$ cat config.mk
export PLATFORM = sky130hd
export DESIGN_NAME = gmf_front
export DESIGN_NICKNAME = d
export VERILOG_FILES = /design/src/hdl/assert_macros.svh /design/src/hdl/gmf_pkg.sv /design/src/hdl/gmf_front.sv
export SDC_FILE = /design/constraint.sdc
export NUM_CORES = 1
export LEC_CHECK = 0
export BUFFER_PORTS_ARGS = -buffer_cell sky130_fd_sc_hd__buf_2
export CORE_ASPECT_RATIO = 1.5
export CORE_MARGIN = 2
export CORE_UTILIZATION = 45
export CTS_BUF_LIST = sky130_fd_sc_hd__clkbuf_16
export DETAILED_ROUTE_END_ITERATION = 8
export PLACE_DENSITY = 0.77
export SYNTH_ARGS = -nofsm -noshare
export SYNTH_HDL_FRONTEND = slang
export SYNTH_SLANG_ARGS = --single-unit
$ cat constraint.sdc
create_clock -name clk_i -period 6.76 [get_ports clk_i]
set_input_delay 0.676 -clock clk_i [delete_from_list [all_inputs] [get_ports clk_i]]
set_output_delay 0.676 -clock clk_i [all_outputs]
set_load 0.005 [all_outputs]
$ cat src/hdl/assert_macros.svh
// Assertion helpers for the filter blocks; they expect clk_i and rst_ni in scope.
`ifndef ASSERT_MACROS_SVH
`define ASSERT_MACROS_SVH

// Property must hold at every clock edge outside reset.
`define GMF_ASSERT(name, prop) \
  name: assert property (@(posedge clk_i) disable iff (!rst_ni) prop) \
    else $error("property violated");

// Condition must never be seen outside reset.
`define GMF_ASSERT_NEVER(name, cond) \
  name: assert property (@(posedge clk_i) disable iff (!rst_ni) !(cond)) \
    else $error("forbidden condition seen");

`endif

$ cat src/hdl/gmf_pkg.sv
package gmf_pkg;

  localparam int unsigned PIX_W      = 16;
  localparam int unsigned COORD_W    = 10;
  localparam int unsigned MASK_W     = 9;
  localparam int unsigned DIM_W      = 11;
  localparam int unsigned CFG_IDX_W  = 2;
  localparam int unsigned CFG_DATA_W = 11;

  // queue between classifier and datapath, and result queue (powers of two)
  localparam int unsigned CLS_DEPTH = 4;
  localparam int unsigned RES_DEPTH = 8;

  typedef enum logic [CFG_IDX_W-1:0] {
    REG_MODE   = 2'd0,
    REG_MASK   = 2'd1,
    REG_WIDTH  = 2'd2,
    REG_HEIGHT = 2'd3
  } reg_idx_e;

  typedef enum logic {
    MODE_ERODE  = 1'b0,
    MODE_DILATE = 1'b1
  } mode_e;

  localparam logic [MASK_W-1:0] MASK_RST = 9'd186;
  localparam logic [DIM_W-1:0]  DIM_RST  = 11'd1024;

  typedef struct packed {
    mode_e              mode;
    logic [MASK_W-1:0]  mask;
    logic [DIM_W-1:0]   width;
    logic [DIM_W-1:0]   height;
  } cfg_t;

  // one classified pixel
  typedef struct packed {
    logic [PIX_W-1:0]   pixel;
    logic [COORD_W-1:0] row;
    logic [COORD_W-1:0] col;
    logic [COORD_W-1:0] y;
    logic [COORD_W-1:0] x;
    logic               interior;
    logic               border;
  } cls_t;

  // results caused by one pixel, interior first
  typedef struct packed {
    logic               has_int;
    logic [PIX_W-1:0]   int_val;
    logic [COORD_W-1:0] int_row;
    logic [COORD_W-1:0] int_col;
    logic               has_bor;
    logic [PIX_W-1:0]   bor_val;
    logic [COORD_W-1:0] bor_row;
    logic [COORD_W-1:0] bor_col;
  } res_t;

endpackage

$ cat src/hdl/gmf_front.sv
module gmf_front import gmf_pkg::*; #(
  parameter int unsigned KERNEL_SIZE = 3,
  parameter int unsigned MAX_WIDTH   = 1024,
  parameter int unsigned MAX_HEIGHT  = 1024
) (
  input  logic                             clk_i,
  input  logic                             rst_ni,
  input  cfg_t                             cfg_i,
  input  logic                             in_valid_i,
  input  logic [PIX_W-1:0]                 pixel_i,
  input  logic                             q_full_i,
  output logic                             in_ready_o,
  output logic                             push_o,
  output cls_t                             cls_o,
  output logic [$clog2(MAX_WIDTH)-1:0]     addr_o,
  output logic [$clog2(KERNEL_SIZE-1)-1:0] slot_o
);

  localparam int unsigned CW   = $clog2(MAX_WIDTH);
  localparam int unsigned RW   = $clog2(MAX_HEIGHT);
  localparam int unsigned WW   = $clog2(MAX_WIDTH + 1);
  localparam int unsigned HW   = $clog2(MAX_HEIGHT + 1);
  localparam int unsigned EW   = ((WW > HW) ? WW : HW) + 2;
  localparam int unsigned ROWS = KERNEL_SIZE - 1;
  localparam int unsigned PW   = $clog2(ROWS);
  localparam int unsigned HALF = KERNEL_SIZE / 2;
  localparam int unsigned OFF  = KERNEL_SIZE - 1 - HALF;

  logic [CW-1:0] col_q, col_d;
  logic [RW-1:0] row_q, row_d;
  logic [PW-1:0] slot_q, slot_d;
  logic [WW-1:0] w;
  logic [HW-1:0] h;
  logic [EW-1:0] r_e, c_e, w_e, h_e;
  logic          accept, interior, border, row_end, frame_end;

  assign in_ready_o = !q_full_i;
  assign accept     = in_valid_i && !q_full_i;
  assign push_o     = accept;

  // saturate frame size to the supported range
  always_comb begin
    if (cfg_i.width < KERNEL_SIZE) begin
      w = WW'(KERNEL_SIZE);
    end else if (cfg_i.width > MAX_WIDTH) begin
      w = WW'(MAX_WIDTH);
    end else begin
      w = WW'(cfg_i.width);
    end
    if (cfg_i.height < KERNEL_SIZE) begin
      h = HW'(KERNEL_SIZE);
    end else if (cfg_i.height > MAX_HEIGHT) begin
      h = HW'(MAX_HEIGHT);
    end else begin
      h = HW'(cfg_i.height);
    end
  end

  always_comb begin
    r_e = EW'(row_q);
    c_e = EW'(col_q);
    w_e = EW'(w);
    h_e = EW'(h);
    interior = (r_e >= EW'(KERNEL_SIZE - 1)) && (c_e >= EW'(KERNEL_SIZE - 1)) &&
               (r_e + EW'(2 * HALF) <= h_e + EW'(KERNEL_SIZE - 2)) &&
               (c_e + EW'(2 * HALF) <= w_e + EW'(KERNEL_SIZE - 2));
    border   = (r_e < EW'(HALF)) || (r_e + EW'(HALF) >= h_e) ||
               (c_e < EW'(HALF)) || (c_e + EW'(HALF) >= w_e);
    row_end   = (c_e + EW'(1) >= w_e);
    frame_end = (r_e + EW'(1) >= h_e);
  end

  always_comb begin
    cls_o.pixel    = pixel_i;
    cls_o.row      = COORD_W'(row_q);
    cls_o.col      = COORD_W'(col_q);
    cls_o.y        = COORD_W'(row_q - RW'(OFF));
    cls_o.x        = COORD_W'(col_q - CW'(OFF));
    cls_o.interior = interior;
    cls_o.border   = border;
    addr_o         = col_q;
    slot_o         = slot_q;
  end

  // raster position; the line store slot of the current row rotates with it
  always_comb begin
    col_d  = col_q;
    row_d  = row_q;
    slot_d = slot_q;
    if (accept) begin
      if (row_end) begin
        col_d = '0;
        if (frame_end) begin
          row_d  = '0;
          slot_d = '0;
        end else begin
          row_d  = row_q + RW'(1);
          slot_d = (slot_q == PW'(ROWS - 1)) ? '0 : slot_q + PW'(1);
        end
      end else begin
        col_d = col_q + CW'(1);
      end
    end
  end

  always_ff @(posedge clk_i or negedge rst_ni) begin
    if (!rst_ni) begin
      col_q  <= '0;
      row_q  <= '0;
      slot_q <= '0;
    end else begin
      col_q  <= col_d;
      row_q  <= row_d;
      slot_q <= slot_d;
    end
  end

endmodule

==> results.cfg <==
[run_status]
outcome = finished with violations
violations = DRC

[clock_network]
clock-sinks = 21
htreeDepth = 1
clockBufferDepth = 2
cts_made_buffers = 3
postCtsSetupBuffers = 0
ctsHoldBuffers = 0
cts_tree = yes
cts_resized = 0
insertion_delay_ns = 0.25
path_clk_slew_ns = 0.05
cts_root_buf = clkbuf_16

[sta]
tightest_slew_ns = 0.8811
rsz0062_at_grt = false
finalSetupViolCount = 0
slew_headroom_pct = 40.73
period_share_pct = 69.01
finalMaxSlewViolations = 0
setup_tns_ns = 0
period_needed_ns = 4.665
setup_ws_ns = 2.095
fmax_mhz = 214.4
finalClockSkew_ns = 0.004241
hold-worst-slack_ns = 0.3780
finalHoldViolCount = 0

[worst_setup_path]
cp_cell_sequence = buf_2 -> or4_1 -> nor2_1 -> nor2_1 -> nor2_1 -> ha_1 -> nand3_1 -> xnor2_1 -> nand2_1 -> ha_1 -> a21o_1 -> a21o_1 -> a21oi_1 -> or2_2 -> a31oi_1 -> nor4_1 -> buf_2
r2r_slack_ns = 3.02
worstPathArrival_ns = 3.99
critPathBufInv = 2
cpPeakStageDelay_ns = 0.53
end_kind = output pin
start_kind = primary input
cpLargestDelayFamily = simple AND/OR/NAND/NOR gates
crit_type = in -> out
rr_endpoint = row_q[1]
worstRegToRegCells = 12
worst_path_most_repeated_cell = nor2_1
critPathRequiredTime_ns = 6.08
crit_path_top_delay_cell = or4_1
cp_max_fo = 6
rr_startpoint = addr_o[2]

[yosys]
ys_ff_latch = 21
yosysUniqueCellTypes = 49
async_flop_share_pct = 100.0
postSynthAreaPerCell_um2 = 7.676
synth_edf_count = 0
synth_top_flop_cell = dfrtp_1
ys_seq_area_share_pct = 14.69
ys_warn_count = 0
synth_nets = 576
yosysTopAreaCellShare_pct = 20.29
synthCells = 466
synthTopCellsByArea = ha_1 (20%), dfrtp_1 (15%), xnor2_1 (7.6%), xor2_1 (7.1%), nand2_1 (6.1%)
syn_area_mm2 = 0.003577
yosysTopAreaCell = ha_1

[floorplan]
die_w_um = 76.80
pin_count = 123
die_area_mm2 = 0.008693
core_mm2 = 0.007661
floorplan.rows = 39
start_util_pct = 46.69
die_y_um = 113.2

[global_routing]
antenna_found_initial = 0
track_usage_pct = 20.84
grt_pass1_vias = 3251
grt_start_max_net_pins = 22
grt-ovfl-total = 0
grt_pass1_wl_um = 14900

[placed_design]
placed_area_mm2 = 0.003804
dpl.hpwl_um = 7467
dp_slack_ns = 2.078
portBuffers = 80
globalplace.congestion = 0.8810

[drt]
drc = 1
wirelength_um = 8891
vias = 3352
drt_iter0_markers = 186
post_drt_wl_per_cell_um = 14.74
vias_per_cell = 5.559
firstDrtPassIters = 6
ant_nets = 0

[layout]
drive_above_1_share_pct = 19.16
synthToLayoutAreaGrowth_pct = 8.534
stdcell_area_mm2 = 0.003882
final_nets = 612
antenna_cells = 0

[power_and_ir_drop]
peakVddDrop_uv = 135.1
p_per_area_mw_per_mm2 = 262.5
cellLeakagePower_nw = 2.061

[hold_path]
hold_class = in -> async

[run]
maxCapViolations = 0
==> cells by family (layout without fill, tap and decap cells) <==
group                      Yosys count  in the layout  share of synthesized area, %
buffers and inverters               80            115                         11.68
DFF                                 21             21                         14.69
adders and majority gates           58             58                         20.29
xor gates and xnor gates            60             60                         14.69
and+or+nand+nor                    169            169                         23.15
AOI/OAI and AO/OA                   72             72                         13.64
muxes                                6              6                         1.854
==> power by group <==
group	total (mW)	internal, mW	switching, mW
logic	0.664	0.315	0.349
clock network	0.123	0.0788	0.0440
registers	0.232	0.152	0.0801
==> final cells by class <==
| type | instances | area, µm² |
|---|---|---|
| Multi-Input combinational cell | 365 | 2634 |
| Sequential cell | 21 | 525.5 |
| Tap cell | 102 | 127.6 |
| Fill cell | 758 | 3779 |
| Clock buffer | 3 | 75.07 |
| Timing Repair Buffer | 80 | 400.4 |
| Inverter | 31 | 116.4 |
| Clock inverter | 1 | 3.754 |
==> registers in the layout, summed over array words and instances (netlist names) <==
register	cells
addr_o	10
row_q	10
slot_o	1
==> routing by layer <==
metal / GRT usage (%) / vias up / part of all wire, %
li1: - / 1655 / -
met1: 22.28 / 1595 / 38
met2: 41.58 / 86 / 56
met3: 1.037 / 16 / 3.8
met4: 8.727 / 0 / 2.5
met5: 0 / - / 0
==> worst register-to-register path, delay by kind of cell, from the launching register on <==
family	cells	cell delay, ns
AOI/OAI and AO/OA	2	0.76
xor gates and xnor gates	1	0.17
adders and majority gates	2	0.63
buffers and inverters	1	0.07
DFF	1	0.62
muxes	1	0.36
and+or+nand+nor	5	1.02
==> metrics by stage <==
stage | power [mW] | instances | utilization, %
3_5_place_dp | 0.9095 | 599 | 49.65
5_1_grt | 1.122 | 603 | 50.68
2_1_floorplan | 0.6890 | 466 | -
6_report | 1.019 | 603 | 50.68
4_1_cts | 1.034 | 603 | 50.68
3_3_place_gp | 0.8890 | 599 | 49.65
==> how the worst max path moves through the flow <==
stage	slack, ns	endpoint	cells after the start	start
global route	1.85	cls_o[1]	15	cfg_i[20]
CTS	2.06	cls_o[1]	15	cfg_i[20]
floorplan	2.65	cls_o[0]	13	cfg_i[6]
finish	2.09	cls_o[1]	17	cfg_i[4]
detailed placement	2.08	cls_o[1]	15	cfg_i[20]
global placement	2.14	cls_o[1]	15	cfg_i[20]
==> cells in the final DEF, fill, tap and decap left out, types with 2 or more instances in the layout <==
| cell | instances |
|---|---|
| a21o_1 | 7 |
| a21oi_1 | 16 |
| a22o_1 | 4 |
| a31oi_1 | 5 |
| and3_1 | 9 |
| buf_2 | 80 |
| clkbuf_16 | 3 |
| dfrtp_1 | 21 |
| ha_1 | 58 |
| inv_1 | 30 |
| mux2_2 | 5 |
| nand2_1 | 58 |
| nand2b_1 | 4 |
| nand3_1 | 25 |
| nand4_1 | 8 |
| nor2_1 | 28 |
| nor2b_1 | 9 |
| nor3_1 | 9 |
| nor4_1 | 9 |
| o211ai_1 | 5 |
| o21a_1 | 2 |
| o21ai_0 | 17 |
| o22ai_1 | 3 |
| o31ai_1 | 2 |
| or3_1 | 3 |
| or4_1 | 3 |
| xnor2_1 | 31 |
| xor2_1 | 29 |
==> cells in the mapped netlist, types with 4 or more instances <==
master / number
ha_1: 58
nand2_1: 58
xnor2_1: 31
inv_1: 29
xor2_1: 29
buf_4: 28
nor2_1: 28
nand3_1: 25
dfrtp_1: 21
o21ai_0: 17
a21oi_1: 16
clkbuf_1: 13
and3_1: 9
nor2b_1: 9
nor3_1: 9
nor4_1: 9
nand4_1: 8
a21o_1: 7
a31oi_1: 5
mux2_2: 5
o211ai_1: 5
a22o_1: 4
buf_2: 4
nand2b_1: 4
Power figures use the tool's default switching activity.
