## config.mk

```make
export PLATFORM = sky130hd
export DESIGN_NAME = gmf_fifo
export DESIGN_NICKNAME = d
export VERILOG_FILES = /design/src/hdl/assert_macros.svh /design/src/hdl/gmf_fifo.sv
export SDC_FILE = /design/constraint.sdc
export NUM_CORES = 1
export LEC_CHECK = 0
export ABC_AREA = 1
export BUFFER_PORTS_ARGS = -buffer_cell sky130_fd_sc_hd__buf_2
export CAP_MARGIN = 20
export CORE_MARGIN = 4
export CORE_UTILIZATION = 54
export CTS_BUF_LIST = sky130_fd_sc_hd__clkbuf_4
export CTS_CLUSTER_SIZE = 40
export DETAILED_ROUTE_END_ITERATION = 7
export PLACE_DENSITY_LB_ADDON = 0.08
export SLEW_MARGIN = 20
export SYNTH_ARGS = -nofsm -noshare
export SYNTH_HDL_FRONTEND = slang
export SYNTH_SLANG_ARGS = --single-unit
```

## constraint.sdc

```tcl
create_clock -name clk_i -period 1.55 [get_ports clk_i]
set_input_delay 0.3875 -clock clk_i [delete_from_list [all_inputs] [get_ports clk_i]]
set_output_delay 0.3875 -clock clk_i [all_outputs]
set_load 0.02 [all_outputs]
```

## src/hdl/assert_macros.svh

```systemverilog
// Assertion helpers for the filter blocks; they expect clk_i and rst_ni in scope.
`ifndef ASSERT_MACROS_SVH
`define ASSERT_MACROS_SVH

// Property must hold at every clock edge outside reset.
`define GMF_ASSERT(name, prop) \
  name: assert property (@(posedge clk_i) disable iff (!rst_ni) prop) \
    else $error("property violated");

// Condition must never be seen outside reset.
`define GMF_ASSERT_NEVER(name, cond) \
  name: assert property (@(posedge clk_i) disable iff (!rst_ni) !(cond)) \
    else $error("forbidden condition seen");

`endif

```

## src/hdl/gmf_fifo.sv

```systemverilog
module gmf_fifo #(
  parameter int unsigned WIDTH = 8,
  parameter int unsigned DEPTH = 4
) (
  input  logic             clk_i,
  input  logic             rst_ni,
  input  logic             push_i,
  input  logic [WIDTH-1:0] data_i,
  input  logic             pop_i,
  output logic [WIDTH-1:0] data_o,
  output logic             empty_o,
  output logic             full_o
);

  localparam int unsigned AW = $clog2(DEPTH);
  localparam int unsigned NW = $clog2(DEPTH + 1);

  logic [WIDTH-1:0] store_q [DEPTH];
  logic [AW-1:0]    wr_q, wr_d;
  logic [AW-1:0]    rd_q, rd_d;
  logic [NW-1:0]    cnt_q, cnt_d;

  assign data_o  = store_q[rd_q];
  assign empty_o = (cnt_q == '0);
  assign full_o  = (cnt_q == NW'(DEPTH));

  always_comb begin
    wr_d  = push_i ? wr_q + AW'(1) : wr_q;
    rd_d  = pop_i ? rd_q + AW'(1) : rd_q;
    cnt_d = cnt_q + NW'(push_i) - NW'(pop_i);
  end

  always_ff @(posedge clk_i) begin
    if (push_i) begin
      store_q[wr_q] <= data_i;
    end
  end

  always_ff @(posedge clk_i or negedge rst_ni) begin
    if (!rst_ni) begin
      wr_q  <= '0;
      rd_q  <= '0;
      cnt_q <= '0;
    end else begin
      wr_q  <= wr_d;
      rd_q  <= rd_d;
      cnt_q <= cnt_d;
    end
  end

endmodule

```

==> flow_summary.yaml, run 1 <==
status:
  outcome: "finished with violations"
  failed_checks: "setup timing"
detailed_routing:
  wl_per_cell_um: 12.81
  antenna_left: 0
  num_vias: 1195
  drt_iter0_drc: 34
  wirelength_um: 3242
  firstDrtPassIters: 4
  drc_errors: 0
  vias_per_cell: 4.723
placement:
  post-dp-hpwl_um: 2260
  dp_cells: 239
  place.port_buffers: 21
  routabilityCongestion: 0.6598
  dp_worst_setup_slack_ps: -99.38
timing:
  finalClockSkew_ps: 4.125
  setup_viol: 11
  worst_pin_slew_ps: 391.8
  rsz0062_at_grt: "true"
  timing.final.max_slew_violations: 0
  finalWorstSetupSlack_ps: -155.8
  hold_viol: 0
  fmax_mhz: 586.2
  slew_headroom_pct: 73.85
  fin_crit_sh_pct: 110.1
  fin_crit_ps: 1706
synth:
  synth.most_common_cell: "inv_1"
  synth_top_area_cell: "edfxtp_1"
  syn_avg_cell_area_um2: 10.51
  postSynthCellCount: 171
  netlist_area_mm2: 0.001798
  synthTopCellsByArea: "edfxtp_1 (53%), dfrtp_1 (9.7%), inv_1 (9.2%)"
  seq_area_frac_synth_pct: 63.19
  synth_compound_area_share_pct: 0.2784
  synth_edf_count: 32
  synth_top_flop_cell: "edfxtp_1"
  yosys_warnings: 0
  yosys.area_share.simple_pct: 16.98
  muxShareOfSynthArea_pct: 0
  synth-xor-area-share_pct: 1.461
  synth.top_cell.area_share_pct: 53.44
  synth_top_family_by_area: "simple AND/OR/NAND/NOR gates"
  yosys.area_share.adder_pct: 5.289
  yosys-top-cells-count: "inv_1 (44), nand2_1 (43), edfxtp_1 (32)"
  ys_seq_elements: 39
  synth_nets: 190
  synthArstFlopShare_pct: 17.95
  synth.distinct_cells: 18
power:
  p_int_mw: 2.367
  clkPwrFrac_pct: 12.4
  powerDensity_mw_per_mm2: 1835
  p_sw_share_pct: 39.33
  irDropWorstVdd_v: 0.001097
  combPwrFrac_pct: 47.3
  pwr-share-seq_pct: 40.2
  p_leak_nw: 1.059
  netSwitchingPower_mw: 1.534
setup_path:
  reg2reg_slack_ps: -20
  worstSetupPathType: "reg -> out"
  critPathLaunchType: "flop"
  crit_arrival_ps: 1320
  critPathCaptureType: "output pin"
  worst_r2r_path_depth: 8
  cp_max_fo: 16
  r2r_start: "cnt_q[0]"
  timing.rr.end: "cnt_q[2]"
  crit_required_ps: 1160
clocking:
  cts_inserted_buffers: 5
  cts_tree: "yes"
  clk_pin_slew_worst_paths_ps: 100
  clock_latency_ps: 340
  cts_buffer_depth: 2
  cts.sinks: 39
  ctsHtreeMaxLevel: 2
  root_buffer: "clkbuf_4"
global_routing:
  grt_use_total_pct: 16.75
  antenna_found_initial: 0
  grt_pass1_wl_um: 5119
  grt_max_degree: 17
  grt_pass1_vias: 1156
  grt-ovfl-total: 0
worst_hold_path:
  whs_path_depth: 1
  min_delay_worst_endpoint: "store_q[0][2]"
  worstHoldStart: "data_i[2]"
  hp-class: "in -> reg"
finish:
  drive_gt1_share_pct: 28.23
  fin_cells: 253
  nNetsFinal: 227
  n_fill_cell: 249
  n_antenna_cell: 0
  area_growth_pct: 18.23
die:
  coreArea_mm2: 0.003128
  die_h_um: 65.70
  ios: 22
  dieArea_mm2: 0.004316
  start_util_pct: 57.48
  row_count: 20
  die_w_um: 65.70
run:
  maxCapViolCount: 0
## power by group through the flow
stage          logic (mW)  clock network, mW  registers, mW
3_3_place_gp         1.49                  0           1.55
5_1_grt              2.04              0.545           1.59
4_1_cts              1.74              0.503           1.57
3_5_place_dp         1.58                  0           1.57
6_report             1.85              0.485           1.57
2_1_floorplan        1.19                  0           1.50
## per-stage QoR
step	TNS (ps)	hold slack, ps	power [mW]	instance area, µm²	utilization (%)
after floorplan	0	91.91	2.693	1798	-
after global placement	-37.96	225.3	3.048	1966	62.84
after detailed placement	-120.5	229.4	3.146	1966	62.84
after CTS	-1336	238.8	3.808	2082	66.56
after global routing	-2217	237.9	4.177	2126	67.96
final	-1199	254.7	3.901	2126	67.96
## cell type report
type	count	area, µm²	share of cell area [%]
well taps	44	55.05	2.590
multi-input cells	81	449.2	21.13
clock inverters	2	7.507	0.3531
inverters	46	180.2	8.476
repair buffers	35	250.2	11.77
clock buffers	6	45.04	2.119
flip-flops and latches	39	1139	53.56
## repair_timing
| action | CTS | global route |
|---|---|---|
| hold buffers | 1 | 0 |
| gates resized for setup | 16 | 7 |
| setup endpoints to repair | 11 | 12 |
| endpoints found under the hold margin | 7 | 0 |
| buffers inserted | 2 | 3 |
| pin swaps | 1 | 3 |
## registers in the layout, summed over array words and instances (netlist names)
register	flops
cnt_q	3
rd_q	2
store_q	32
wr_q	2
## worst max path at each step
stage / startpoint / endpoint / slack [ps] / depth (start not counted)
after floorplan: pop_i / cnt_q[2] / 90 / 7
after global placement: pop_i / cnt_q[2] / -40 / 8
after detailed placement: pop_i / cnt_q[2] / -100 / 8
after CTS: rd_q[0] / data_o[1] / -180 / 5
after global routing: rd_q[0] / data_o[6] / -260 / 5
final: rd_q[0] / data_o[1] / -160 / 5
## placed cells by master, fill, tap and decap left out
| cell type | n |
|---|---|
| xor2_1 | 3 |
| dfrtp_2 | 2 |
| buf_8 | 1 |
| fa_2 | 1 |
| buf_2 | 12 |
| dfrtp_1 | 5 |
| buf_4 | 19 |
| inv_1 | 43 |
| nand3_1 | 17 |
| nand2_1 | 40 |
| nand2_2 | 11 |
| ha_1 | 5 |
| o21ai_0 | 1 |
| clkbuf_4 | 6 |
| nor3_2 | 1 |
| buf_6 | 2 |
| inv_6 | 1 |
| inv_4 | 1 |
| inv_2 | 1 |
| ha_2 | 1 |
| dlygate4sd3_1 | 1 |
| edfxtp_1 | 32 |
| nor2_1 | 1 |
| clkinv_1 | 2 |
## layer usage
layer / track usage [%] / vias to the layer above / wire, µm
met3: 5.128 / 9 / 139
met5: 0 / - / 0
li1: - / 594 / -
met1: 17.16 / 568 / 1308
met4: 8.808 / 0 / 89
met2: 30.16 / 24 / 1705
## logic make-up (layout without fill, tap and decap cells)
group           Yosys count  in the layout
simple gates             70             70
xor+xnor                  3              3
buf+inv                  51             89
fa+ha+maj                 7              7
flops                    39             39
compound gates            1              1
## worst max-delay path: stages, from the launching register on
cell and delay, ps:
dfrtp_2 460, inv_6 160, nand2_1 70, nand3_1 70
nand2_1 60, buf_4 150
No activity file was read; power rests on OpenSTA's default activity.
==> inputs of run 2 (changes only) <==
--- a/config.mk
+++ b/config.mk
@@ -8,12 +8,15 @@
 export ABC_AREA = 1
 export BUFFER_PORTS_ARGS = -buffer_cell sky130_fd_sc_hd__buf_2
 export CAP_MARGIN = 20
+export CELL_PAD_IN_SITES_DETAIL_PLACEMENT = 1
+export CELL_PAD_IN_SITES_GLOBAL_PLACEMENT = 2
 export CORE_MARGIN = 4
-export CORE_UTILIZATION = 54
+export CORE_UTILIZATION = 35
 export CTS_BUF_LIST = sky130_fd_sc_hd__clkbuf_4
 export CTS_CLUSTER_SIZE = 40
 export DETAILED_ROUTE_END_ITERATION = 7
 export PLACE_DENSITY_LB_ADDON = 0.08
+export RECOVER_POWER = 100
 export SLEW_MARGIN = 20
 export SYNTH_ARGS = -nofsm -noshare
 export SYNTH_HDL_FRONTEND = slang
==> run 2 against run 1 <==
The run still ends with setup timing left. Sequential share of layout area down 3.2 points. Final cell count rose by 9.1%. Wire length up 12%. Cell area up 6.2%. Flip-flop and latch count unchanged. Critical endpoint is now data_o[2].
==> flow_summary.yaml, run 2 (synthesis gave the netlist of run 1 again) <==
detailed_routing:
  drc_errors: 0
  wl_per_cell_um: 13.18
  vias_per_cell: 4.178
  wirelength_um: 3639
  firstDrtPassIters: 4
  antenna_left: 0
  drt_iter0_drc: 59
  num_vias: 1153
worst_hold_path:
  whs_path_depth: 1
  worstHoldStart: "data_i[2]"
  hp-class: "in -> reg"
  min_delay_worst_endpoint: "store_q[2][2]"
clocking:
  ctsHtreeMaxLevel: 2
  cts_inserted_buffers: 5
  clock_latency_ps: 330
  cts_tree: "yes"
  cts_buffer_depth: 2
  cts.sinks: 39
  root_buffer: "clkbuf_4"
  clk_pin_slew_worst_paths_ps: 110
timing:
  finalClockSkew_ps: 4.926
  fin_crit_sh_pct: 110.7
  timing.final.max_slew_violations: 0
  fmax_mhz: 582.9
  hold_viol: 0
  fin_crit_ps: 1715
  setup_viol: 10
  rsz0062_at_grt: "true"
  worst_pin_slew_ps: 457.9
  finalWorstSetupSlack_ps: -165.5
  slew_headroom_pct: 69.48
  tns_ps: -1254
global_routing:
  antenna_found_initial: 0
  grt_pass1_wl_um: 6023
  grt_max_degree: 17
  grt-ovfl-total: 0
  grt_use_total_pct: 12.88
  grt_pass1_vias: 1266
die:
  die_w_um: 79.68
  start_util_pct: 37.08
  dieArea_mm2: 0.006348
  ios: 22
  coreArea_mm2: 0.004848
  die_h_um: 79.68
  row_count: 25
finish:
  final_cell_area_mm2: 0.002258
  n_antenna_cell: 0
  layout_common_cells: "inv_1 (41), edfxtp_1 (32), nand2_1 (30)"
  largest_register_ffs: 32
  area_growth_pct: 25.61
  top_regs: "store_q (32), cnt_q (3)"
  final_common_cell: "inv_1"
  top_register: "store_q"
  nNetsFinal: 227
  drive_gt1_share_pct: 32.54
status:
  outcome: "finished with violations"
  failed_checks: "setup timing"
placement:
  routabilityCongestion: 0.7077
  place.port_buffers: 21
  placedInstanceArea_mm2: 0.001972
  post-dp-hpwl_um: 2617
setup_path:
  crit_family: "flip-flops"
  crit_required_ps: 1160
  worstPathCellList: "buf_6, nand2_1, nand3_1, nand2_2, buf_6"
  r2r_start: "cnt_q[0]"
  cp.buffers_inverters: 2
  cpMostUsedCell: "buf_6"
  worst_r2r_path_depth: 7
  worstSetupPathType: "reg -> out"
  cp_max_fo: 5
  crit_arrival_ps: 1330
  reg2reg_slack_ps: -10
  slowest_stage: "dfrtp_2"
  timing.rr.end: "cnt_q[2]"
  cpPeakStageDelay_ps: 500
  critPathCaptureType: "output pin"
  critPathLaunchType: "flop"
power:
  finalPower_mw: 4.275
  p_leak_nw: 1.066
  irDropWorstVdd_v: 0.0007184
  powerDensity_mw_per_mm2: 1893
run:
  maxCapViolCount: 0
## run 2: layer usage
metal / global-route usage (%) / up-vias / wire [µm] / share of wire [%]
met5: 0 / - / 0 / 0
met4: 4.811 / 0 / 71 / 2.0
met3: 4.628 / 8 / 163 / 4.5
met2: 22.70 / 21 / 1895 / 52
met1: 14.07 / 532 / 1509 / 41
li1: - / 592 / - / -
## run 2: how the worst max path moves through the flow
stage	from	to	slack (ps)	depth (start not counted)
finish	rd_q[0]	data_o[2]	-170	5
global route	rd_q[0]	data_o[0]	-270	5
CTS	rd_q[0]	data_o[2]	-190	5
detailed placement	pop_i	cnt_q[2]	-130	8
global placement	pop_i	cnt_q[2]	-40	8
floorplan	pop_i	cnt_q[2]	90	7
## run 2: area by class of cell
| class | count | area (µm²) |
|---|---|---|
| clock buffer | 6 | 45.04 |
| clock inverter | 2 | 7.507 |
| fill | 552 | 2590 |
| inverter | 46 | 182.7 |
| multi-input combinational | 81 | 526.8 |
| sequential | 39 | 1137 |
| tap | 67 | 83.83 |
| timing repair buffer | 35 | 275.3 |
## run 2: per-stage QoR
stage	setup slack [ps]	instances	util (%)	hold slack [ps]
floorplan	91.88	171	-	91.91
global placement	-40.89	259	40.67	228.3
detailed placement	-126.5	259	40.67	244.2
CTS	-187.6	271	43.28	244.9
global route	-267.3	276	46.58	278.0
finish	-165.5	276	46.58	305.3
## run 2: what timing repair did
action,4_1_cts,5_1_grt
pin swaps,1,12
setup endpoints to repair,10,12
hold buffers,1,0
cloned,0,1
setup buffers,3,4
resized for setup,17,40
hold endpoints to repair,7,0
## run 2: where the power goes
part / switching (mW) / internal [mW] / total, mW
sequential: 0.174 / 1.41 / 1.58
clock: 0.304 / 0.186 / 0.489
combinational: 1.23 / 0.974 / 2.20
total: 1.71 / 2.57 / 4.27
## run 2: worst register-to-register path: cells and delay by family, from the launching register on
kind          cells  cell delay, ps
flops             1             390
buf+inv           2             100
fa+ha+maj         3             820
simple gates      2             150
