$ cat src/hdl/assert_macros.svh
// Assertion helpers for the filter blocks; they expect clk_i and rst_ni in scope.
`ifndef ASSERT_MACROS_SVH
`define ASSERT_MACROS_SVH

// Property must hold at every clock edge outside reset.
`define GMF_ASSERT(name, prop) \
  name: assert property (@(posedge clk_i) disable iff (!rst_ni) prop) \
    else $error("property violated");

// Condition must never be seen outside reset.
`define GMF_ASSERT_NEVER(name, cond) \
  name: assert property (@(posedge clk_i) disable iff (!rst_ni) !(cond)) \
    else $error("forbidden condition seen");

`endif

$ cat src/hdl/gmf_pkg.sv
package gmf_pkg;

  localparam int unsigned PIX_W      = 16;
  localparam int unsigned COORD_W    = 10;
  localparam int unsigned MASK_W     = 9;
  localparam int unsigned DIM_W      = 11;
  localparam int unsigned CFG_IDX_W  = 2;
  localparam int unsigned CFG_DATA_W = 11;

  // queue between classifier and datapath, and result queue (powers of two)
  localparam int unsigned CLS_DEPTH = 4;
  localparam int unsigned RES_DEPTH = 8;

  typedef enum logic [CFG_IDX_W-1:0] {
    REG_MODE   = 2'd0,
    REG_MASK   = 2'd1,
    REG_WIDTH  = 2'd2,
    REG_HEIGHT = 2'd3
  } reg_idx_e;

  typedef enum logic {
    MODE_ERODE  = 1'b0,
    MODE_DILATE = 1'b1
  } mode_e;

  localparam logic [MASK_W-1:0] MASK_RST = 9'd186;
  localparam logic [DIM_W-1:0]  DIM_RST  = 11'd1024;

  typedef struct packed {
    mode_e              mode;
    logic [MASK_W-1:0]  mask;
    logic [DIM_W-1:0]   width;
    logic [DIM_W-1:0]   height;
  } cfg_t;

  // one classified pixel
  typedef struct packed {
    logic [PIX_W-1:0]   pixel;
    logic [COORD_W-1:0] row;
    logic [COORD_W-1:0] col;
    logic [COORD_W-1:0] y;
    logic [COORD_W-1:0] x;
    logic               interior;
    logic               border;
  } cls_t;

  // results caused by one pixel, interior first
  typedef struct packed {
    logic               has_int;
    logic [PIX_W-1:0]   int_val;
    logic [COORD_W-1:0] int_row;
    logic [COORD_W-1:0] int_col;
    logic               has_bor;
    logic [PIX_W-1:0]   bor_val;
    logic [COORD_W-1:0] bor_row;
    logic [COORD_W-1:0] bor_col;
  } res_t;

endpackage

$ cat src/hdl/gmf_emit.sv
module gmf_emit import gmf_pkg::*; (
  input  logic               clk_i,
  input  logic               rst_ni,
  input  logic               res_valid_i,
  input  res_t               res_i,
  input  logic               out_ready_i,
  output logic               out_valid_o,
  output logic [PIX_W-1:0]   value_o,
  output logic [COORD_W-1:0] row_o,
  output logic [COORD_W-1:0] col_o,
  output logic               last_o,
  output logic               retire_o
);

  logic second_q;
  logic send_int;
  logic beat;

  // interior beat goes first; hold the entry until its last beat
  assign send_int    = res_i.has_int && !second_q;
  assign out_valid_o = res_valid_i;
  assign value_o     = send_int ? res_i.int_val : res_i.bor_val;
  assign row_o       = send_int ? res_i.int_row : res_i.bor_row;
  assign col_o       = send_int ? res_i.int_col : res_i.bor_col;
  assign last_o      = !(send_int && res_i.has_bor);
  assign beat        = out_valid_o && out_ready_i;
  assign retire_o    = beat && last_o;

  always_ff @(posedge clk_i or negedge rst_ni) begin
    if (!rst_ni) begin
      second_q <= 1'b0;
    end else if (beat) begin
      second_q <= !last_o;
    end
  end

endmodule

$ cat config.mk
export PLATFORM = sky130hd
export DESIGN_NAME = gmf_emit
export DESIGN_NICKNAME = d
export VERILOG_FILES = /design/src/hdl/assert_macros.svh /design/src/hdl/gmf_pkg.sv /design/src/hdl/gmf_emit.sv
export SDC_FILE = /design/constraint.sdc
export NUM_CORES = 1
export LEC_CHECK = 0
export ABC_AREA = 1
export BUFFER_PORTS_ARGS = -buffer_cell sky130_fd_sc_hd__buf_4
export CAP_MARGIN = 20
export CORE_MARGIN = 5
export CORE_UTILIZATION = 27
export DETAILED_ROUTE_END_ITERATION = 12
export GPL_TIMING_DRIVEN = 0
export PLACE_DENSITY = 0.81
export RECOVER_POWER = 50
export SLEW_MARGIN = 20
export SYNTH_ARGS = -nofsm -noshare
export SYNTH_HDL_FRONTEND = slang
export SYNTH_SLANG_ARGS = --single-unit
$ cat constraint.sdc
create_clock -name clk_i -period 2.1 [get_ports clk_i]
set_clock_uncertainty 0.1 [all_clocks]
set_input_delay 0.21 -clock clk_i [delete_from_list [all_inputs] [get_ports clk_i]]
set_output_delay 0.21 -clock clk_i [all_outputs]
set_load 0.03 [all_outputs]
==> out/results.txt, run 1 <==
IO Pins: 117
Initial drt markers: 40
Crit Path Category: reg -> out
Cell accounting for the most synthesized area: nand2_1
Worst R2R Setup Slack: 1.04 ns
Hold path start: res_i[36]
DP HPWL: 2460 µm
Hold EP: second_q
Worst reg2reg path startpoint: second_q
Cts repair resizes: 0
Crit path max-delay family: buffers and inverters
Mapped Cells: 128
Largest net degree at the start of global routing: 11
Worst Hold Class: in -> reg
Post-synth cell types: 11
Cell Chain, Critical Path: nor2_1 > inv_1 > clkbuf_1 > nand2_1 > nand2_1 > buf_4
Worst path slowest cell: dfrtp_1
Max reg flops: 1
Via density: 4.04
# DRC: 0
Critical path arrival: 1.31 ns
WHS: 0.370 ns
Placed inst area: 1520 µm²
Synth async-reset ratio: 100%
Count leader, synth: nand2_1
FF+latch count, synth: 1
IR drop worst, VDD: 230 µV
Top post-synthesis cells by area: nand2_1 57%, nand2_2 20%, buf_12 6.5%, dfrtp_1 4.1%, buf_2 2.5%
Slew Viols, Final: 0
# diodes: 0
Total wire length: 2790 µm
GP Congestion: 0.795
Top post-synthesis cells by count: 93 x nand2_1, 20 x nand2_2, 3 x buf_2, 3 x inv_1
Area Overhead vs Synth: 143%
Period utilization: 77.2%
Gr busiest metal: met2
Cts hold-fix bufs: 1
DIE AREA: 3320 µm²
Slew margin rel.: 74.7%
Nets: 325
Met3 usage: 3.85%
Cell Rows: 17
Met2 Usage GRT: 29.0%
Register area share after synthesis: 4.09%
Die Y: 57.6 µm
Gr ovfl total: 0
Hold path cells: 3
Clk pin slew, worst setup/hold paths: 0 ns
Post-Syn Area: 612 µm²
YS warnings: 0
Buffer and inverter count on the worst path: 3
Fin worst setup slack: 0.478 ns
Reg2reg path depth: 4
GRT Overall Usage: 15.6%
Setup violators final: 0
First-pass detailed-route iteration total: 4
Outcome: complete, no violations
Vias in the first global route: 1,018
Final instance area: 1490 µm²
Max Cap Violations: 0
Fmax: 616 MHz
RSZ-0062 raised after global routing: false
Effective utilization at floorplan: 27.9%
Leak: 0.956 nW
Least-Margin Pin Slew: 0.380 ns
Reg-to-reg endpoint: second_q
Layout cells sized above 1: 55.1%
Die width: 57.6 µm
CP startpoint kind: register
Setup TNS: 0 ns
Core Region: 2190 µm²
ANT nets after route: 0
Largest regs: second_q: 1 flops
Pre-CTS setup slack: 0.681 ns
EDFF count, synth: 0
Top FF cell, synth: dfrtp_1
Met1 usage: 19.1%
Avg Cell Area, Syn: 4.78 µm²
Crit. End Element: output pin
Initial antenna violation count: 0
CP Max Fanout: 10
Crit path required time: 1.79 ns
CP max stage delay: 0.36 ns
Syn_nets: 206
Via count: 1,103
Most flops, register: second_q
Cell repeated most along the worst path: nand2_1
Final hold vios: 0
Synth top area share: 57.1%
Power per Cell Area: 374 nW/µm²
Worst skew pair latency: 0 ns
Min Clock Period, post-route: 1.62 ns
Post CTS Setup Buffer Count: 0
First-pass GRT wire length: 4410 µm
Wire length per cell: 10.2 µm
IO buf count: 116
==> power breakdown <==
part / internal, mW / leakage, nW / total (mW) / switching (mW)
clock: 0 / 0 / 0 / 0
combinational: 0.234 / 0.943 / 0.533 / 0.299
sequential: 0.0216 / 0.0131 / 0.0227 / 0.00107
==> worst max path at each step <==
stage                         start          end  slack (ns)  cells past startpoint
after floorplan            second_q     retire_o        0.67                      5
after global placement     second_q  value_o[13]        0.69                      6
after detailed placement  res_i[73]     row_o[0]        0.68                      8
after CTS                 res_i[73]     row_o[3]        0.68                      8
after global routing       second_q  value_o[10]        0.30                      6
final                      second_q   value_o[2]        0.48                      6
==> kinds of logic after synthesis <==
| logic type | Yosys count | share of synthesized area, % |
|---|---|---|
| flip-flops | 1 | 4.09 |
| buffers and inverters | 12 | 15.7 |
| AND/OR/NAND/NOR | 115 | 80.2 |
==> worst min-delay path, cell delays in order <==
cell and delay (ns):
buf_4 0.08, nand3_1 0.08, nand2_1 0.06
==> through the flow <==
stage / util, % / total power, mW / instances
floorplan: - / 0.325 / 128
global placement: 69.3 / 0.576 / 272
detailed placement: 69.3 / 0.578 / 272
CTS: 69.7 / 0.580 / 273
global route: 67.8 / 0.599 / 273
finish: 67.8 / 0.556 / 273
==> cell usage in the layout (no fill, tap or decap) <==
master / n
nor2_1: 1
dfrtp_1: 1
buf_2: 3
buf_4: 108
dlygate4sd3_1: 1
nand3_1: 1
nand2_2: 20
inv_1: 4
clkbuf_1: 9
buf_12: 2
buf_6: 1
nand2_1: 93
clkbuf_4: 1
==> routing by layer <==
metal	up-vias	routed length, µm
li1	609	-
met1	430	978
met2	64	1440
met3	0	371
met4	0	0
met5	-	0
==> area by class of cell <==
class | instances | area (µm²)
fill | 236 | 704
multi-input combinational | 115 | 483
buffer | 8 | 77.6
inverter | 4 | 15.0
timing repair buffer | 117 | 851
tap | 28 | 35.0
sequential | 1 | 25.0
Power figures use the tool's default switching activity.
==> run 2, diff against run 1 <==
--- a/config.mk
+++ b/config.mk
@@ -9,10 +9,10 @@
 export BUFFER_PORTS_ARGS = -buffer_cell sky130_fd_sc_hd__buf_4
 export CAP_MARGIN = 20
 export CORE_MARGIN = 5
-export CORE_UTILIZATION = 27
+export CORE_UTILIZATION = 23
 export DETAILED_ROUTE_END_ITERATION = 12
 export GPL_TIMING_DRIVEN = 0
-export PLACE_DENSITY = 0.81
+export PLACE_DENSITY = 0.73
 export RECOVER_POWER = 50
 export SLEW_MARGIN = 20
 export SYNTH_ARGS = -nofsm -noshare
==> constraint.sdc (replaced) <==
create_clock -name clk_i -period 1.4 [get_ports clk_i]
set_clock_uncertainty 0.1 [all_clocks]
set_input_delay 0.14 -clock clk_i [delete_from_list [all_inputs] [get_ports clk_i]]
set_output_delay 0.14 -clock clk_i [all_outputs]
set_load 0.03 [all_outputs]
==> run 2 against run 1 <==
Effect of this change:
- sequential power grew 56%
- setup slack worse by 0.42 ns
- final area is 2.1% higher
- global-route usage is 2.1 points lower
- sequential share of layout area barely moved
- sequential cell count did not move
- via count increased by 3.1%
- critical path type unchanged
- critical endpoint is now row_o[6]
- largest cell class unchanged
==> out/results.txt, run 2 (synthesis results as in run 1) <==
Hold EP: second_q
Hold path cells: 3
Via count: 1,137
ANT nets after route: 0
Crit. End Element: output pin
Critical path arrival: 1.10 ns
Clock power frac: 0%
Seq pwr share: 4.2%
Largest net degree at the start of global routing: 11
Nets: 327
Register area: 25.0 µm²
Reg-to-reg endpoint: second_q
Largest regs: second_q: 1 flops
Fin worst setup slack: 0.0616 ns
Cell-internal power: 394 µW
GRT Overall Usage: 13.5%
Vias in the first global route: 994
Crit Path Category: reg -> out
DIE AREA: 3790 µm²
Worst reg2reg path startpoint: second_q
Commonest non-fill, non-tap cell in the layout: buf_4
Pre-CTS setup slack: 0.0361 ns
Die Y: 61.6 µm
Core Region: 2500 µm²
Min Clock Period, post-route: 1.34 ns
Layout cells sized above 1: 59.5%
Final instance area: 1520 µm²
Via density: 4.10
Tot Pwr: 853 µW
Gr ovfl total: 0
# diodes: 0
Most flops, register: second_q
Period utilization: 95.6%
# DRC: 0
Cell Rows: 18
Worst skew pair latency: 0 ns
Layout fillers: 273
Max reg flops: 1
GP Congestion: 0.701
Power per Cell Area: 562 nW/µm²
IO Pins: 117
Leak: 0.989 nW
Clk pin slew, worst setup/hold paths: 0 ns
Initial drt markers: 51
First-pass detailed-route iteration total: 4
Max Cap Violations: 0
RSZ-0062 raised after global routing: false
Sw frac: 53.8%
Setup TNS: 0 ns
Hold path start: res_i[36]
Fmax: 747 MHz
Psw: 459 µW
IO buf count: 116
Most frequent cells in the layout: 106 x buf_4, 93 x nand2_1, 20 x nand2_2
Slew margin rel.: 76.0%
CP startpoint kind: register
Wire length per cell: 10.7 µm
Crit path required time: 1.16 ns
Effective utilization at floorplan: 24.5%
Worst Hold Class: in -> reg
Worst R2R Setup Slack: 0.34 ns
Area taken by multi-input logic gates: 490 µm²
Final hold vios: 0
DP HPWL: 2580 µm
Total wire length: 2980 µm
First-pass GRT wire length: 4130 µm
Combinational Power Share: 95.8%
Placed inst area: 1520 µm²
IR drop worst, VDD: 285 µV
Die width: 61.6 µm
CP Max Fanout: 10
Reg2reg path depth: 5
Outcome: complete, no violations
Setup violators final: 0
Post-route core utilization: 60.7%
Initial antenna violation count: 0
Area Overhead vs Synth: 148%
Slew Viols, Final: 0
Least-Margin Pin Slew: 0.362 ns
[run 2: changes by cell type in the layout (fill, tap and decap cells not counted), sizes merged]
cell / change
clkbuf: -5
buf: +7
[run 2: what timing repair did]
| item | in CTS | in global routing |
|---|---|---|
| resized for setup | 0 | 6 |
| buffers inserted | 0 | 2 |
| hold endpoints to repair | 1 | 0 |
| setup endpoints to repair | 0 | 7 |
| hold buffers | 1 | 0 |
[run 2: power by group through the flow]
stage                     sequential, mW  combinational, mW  clock (mW)
after floorplan                   0.0352              0.452           0
after global placement            0.0355              0.831           0
after detailed placement          0.0354              0.836           0
after CTS                         0.0355              0.840           0
after global routing              0.0357              0.880           0
final                             0.0355              0.818           0
[run 2: per-layer routing]
metal  vias to the layer above  global-route usage, %  part of all wire [%]  wire length (µm)
met5                         -                      0                     0                 0
met4                         0                  0.909                     0                 0
met3                         0                   4.61                    16               467
met2                        62                   24.8                    50              1490
met1                       462                   15.7                    34              1020
li1                        613                      -                     -                 -
[run 2: metrics by stage]
step           std cells  hold slack (ns)
2_1_floorplan        128           -0.256
3_3_place_gp         274           -0.185
3_5_place_dp         274           -0.183
4_1_cts              275            0.288
5_1_grt              277            0.325
6_report             277            0.281
[run 2: worst max-delay path by stage]
| stage | end | start | cells past startpoint | slack (ns) |
|---|---|---|---|---|
| final | row_o[6] | second_q | 6 | 0.06 |
| after detailed placement | col_o[0] | second_q | 6 | 0.04 |
| after global routing | value_o[9] | second_q | 6 | 0.009 |
| after floorplan | retire_o | second_q | 5 | 0.04 |
| after global placement | col_o[0] | second_q | 6 | 0.03 |
| after CTS | col_o[0] | second_q | 6 | 0.03 |
[run 2: cell type report]
cell class / count / area share (%)
well taps: 30 / 2.47
flip-flops and latches: 1 / 1.65
inverters: 4 / 1.15
multi-input cells: 115 / 32.3
plain buffers: 8 / 5.77
repair buffers: 119 / 56.6
[run 2: worst max-delay path, cell delays in order (launching register included)]
cell      delay [ns]
dfrtp_1         0.38
nor2_4          0.15
buf_8           0.15
buf_12          0.14
nand2_2         0.04
nand2_1         0.05
clkbuf_2        0.19
==> run 3, diff against run 2 <==
--- a/config.mk
+++ b/config.mk
@@ -5,14 +5,14 @@
 export SDC_FILE = /design/constraint.sdc
 export NUM_CORES = 1
 export LEC_CHECK = 0
-export ABC_AREA = 1
 export BUFFER_PORTS_ARGS = -buffer_cell sky130_fd_sc_hd__buf_4
 export CAP_MARGIN = 20
 export CORE_MARGIN = 5
-export CORE_UTILIZATION = 23
+export CORE_UTILIZATION = 24
 export DETAILED_ROUTE_END_ITERATION = 12
 export GPL_TIMING_DRIVEN = 0
-export PLACE_DENSITY = 0.73
+export HOLD_SLACK_MARGIN = 0.02
+export PLACE_DENSITY = 0.72
 export RECOVER_POWER = 50
 export SLEW_MARGIN = 20
 export SYNTH_ARGS = -nofsm -noshare
==> run 3 against run 2 <==
Effect of this change:
- the run now ends with setup timing left
- sequential cell count did not move
- cell count fell by 29%
- final area rose by 15%
- maximum frequency fell by 5.3%
- first-iteration DRC count fell by 45%
- hold slack improved by 0.026 ns
- critical path depth fell by 2
- synthesized area rose by 10%
- die area rose by 4.5%
- critical path type unchanged
- critical endpoint is now col_o[1]
- largest power group unchanged
- highest routed layer is now met4
==> out/results.txt, run 3 <==
Synth async-reset ratio: 100%
Nets: 247
Max Cap Violations: 0
Slew Viols, Final: 0
Total wire length: 2870 µm
Initial drt markers: 28
FF+latch count, synth: 1
Placed Cells: 196
First-pass GRT wire length: 4670 µm
CP startpoint kind: register
GP Congestion: 0.720
Via density: 4.53
Area Overhead vs Synth: 159%
Leak: 0.974 nW
Pre-CTS setup slack: -0.123 ns
EDFF count, synth: 0
Initial antenna violation count: 0
Setup violators final: 27
Failing checks: setup timing
Effective utilization at floorplan: 24.6%
Clk pin slew, worst setup/hold paths: 0 ns
Syn_nets: 127
Largest net degree at the start of global routing: 11
Most flops, register: second_q
Hold path cells: 2
# DRC: 0
Slew margin rel.: 75.0%
Fin worst setup slack: -0.0126 ns
IO Pins: 117
Reg-to-reg endpoint: second_q
Gr ovfl total: 0
Reg2reg path depth: 3
Crit path required time: 1.16 ns
Final hold vios: 0
Crit Path Category: reg -> out
Worst path slowest cell: dfrtp_1
# diodes: 0
Worst R2R Setup Slack: 0.32 ns
Crit. End Element: output pin
Post-Syn Area: 673 µm²
First-pass detailed-route iteration total: 2
Top FF cell, synth: dfrtp_1
Register area share after synthesis: 3.72%
Synth top area share: 66.9%
Max reg flops: 1
Avg Cell Area, Syn: 13.7 µm²
Worst Hold Class: in -> reg
IR drop worst, VDD: 367 µV
Post-route core utilization: 63.8%
Min Clock Period, post-route: 1.41 ns
Die Y: 63.0 µm
Via count: 897
Worst reg2reg path startpoint: second_q
CP Max Fanout: 10
Core Region: 2730 µm²
Critical path arrival: 1.17 ns
WP depth: 4
Layout cells sized above 1: 94.6%
RSZ-0062 raised after global routing: true
Cell Chain, Critical Path: nand2b_4 > buf_12 > mux2_4 > buf_6
DIE AREA: 3960 µm²
Most frequent cells in the layout: 80 x buf_4, 36 x buf_6, 31 x mux2_4
Worst skew pair latency: 0 ns
Count leader, synth: mux2_4
Commonest non-fill, non-tap cell in the layout: buf_4
Hold EP: second_q
IO buf count: 116
Buffer and inverter count on the worst path: 2
Largest regs: second_q: 1 flops
Power per Cell Area: 570 nW/µm²
Least-Margin Pin Slew: 0.377 ns
Finished Layout Cells: 198
Top post-synthesis cells by count: 30 x mux2_4, 6 x mux2_2, 3 x buf_12, 2 x nand2_1
Cell accounting for the most synthesized area: mux2_4
Wire length per cell: 14.5 µm
WHS: 0.306 ns
CP max stage delay: 0.35 ns
Crit path max-delay family: flip-flops
GRT Overall Usage: 13.8%
Post-synth cell types: 12
Setup TNS: -0.110 ns
Period utilization: 101%
ANT nets after route: 0
Top post-synthesis cells by area: mux2_4 67%, mux2_2 10%, buf_12 8.9%, dfrtp_1 3.7%, nand2b_4 2.0%
Hold path start: res_i[36]
DP HPWL: 2510 µm
YS warnings: 0
Die width: 63.0 µm
Cell Rows: 19
Fmax: 708 MHz
Mapped Cells: 49
Vias in the first global route: 1,034
Outcome: complete, but fails checks
## run 3: what timing repair did
action | 4_1_cts | 5_1_grt
hold buffers | 1 | 0
resized for setup | 34 | 3
endpoints found under the hold margin | 1 | 0
buffers inserted | 2 | 0
setup endpoints to repair | 31 | 36
## run 3: power by group
part	switching [mW]	internal (mW)	leakage, nW	total, mW
combinational	0.412	0.547	0.961	0.960
sequential	0.00157	0.0326	0.0132	0.0342
clock	0	0	0	0
## run 3: per-stage QoR
| stage | cell area (µm²) | power (mW) |
|---|---|---|
| finish | 1740 | 0.994 |
| CTS | 1740 | 0.995 |
| floorplan | 673 | 0.557 |
| detailed placement | 1580 | 0.901 |
| global placement | 1580 | 0.888 |
| global route | 1740 | 1.04 |
## run 3: how the worst max path moves through the flow
stage	to	slack (ns)	startpoint
2_1_floorplan	col_o[0]	0.04	second_q
3_3_place_gp	value_o[12]	-0.11	second_q
3_5_place_dp	value_o[12]	-0.12	second_q
4_1_cts	value_o[12]	-0.02	second_q
5_1_grt	col_o[1]	-0.05	second_q
6_report	col_o[1]	-0.01	second_q
## run 3: kinds of logic after synthesis
kind of cell | Yosys count | share of synthesized area (%)
AO/OA/AOI/OAI | 3 | 3.35
buffers and inverters | 5 | 11.7
flip-flops | 1 | 3.72
multiplexers | 36 | 77.0
AND/OR/NAND/NOR | 4 | 4.28
## run 3: per-layer routing
| layer | vias to the layer above | wire [µm] | share of wire, % | GRT usage, % |
|---|---|---|---|---|
| met5 | - | 0 | 0 | 0 |
| met4 | 0 | 60 | 2.1 | 2.65 |
| met3 | 6 | 368 | 13 | 4.32 |
| met2 | 69 | 1640 | 57 | 28.6 |
| met1 | 403 | 805 | 28 | 12.7 |
| li1 | 419 | - | - | - |
## run 3: final cells by class
cell class / instances / area (µm²)
Multi-Input combinational cell: 43 / 573
Sequential cell: 1 / 25.0
Buffer: 4 / 67.6
Fill cell: 223 / 990
Timing Repair Buffer: 119 / 1040
Tap cell: 31 / 38.8
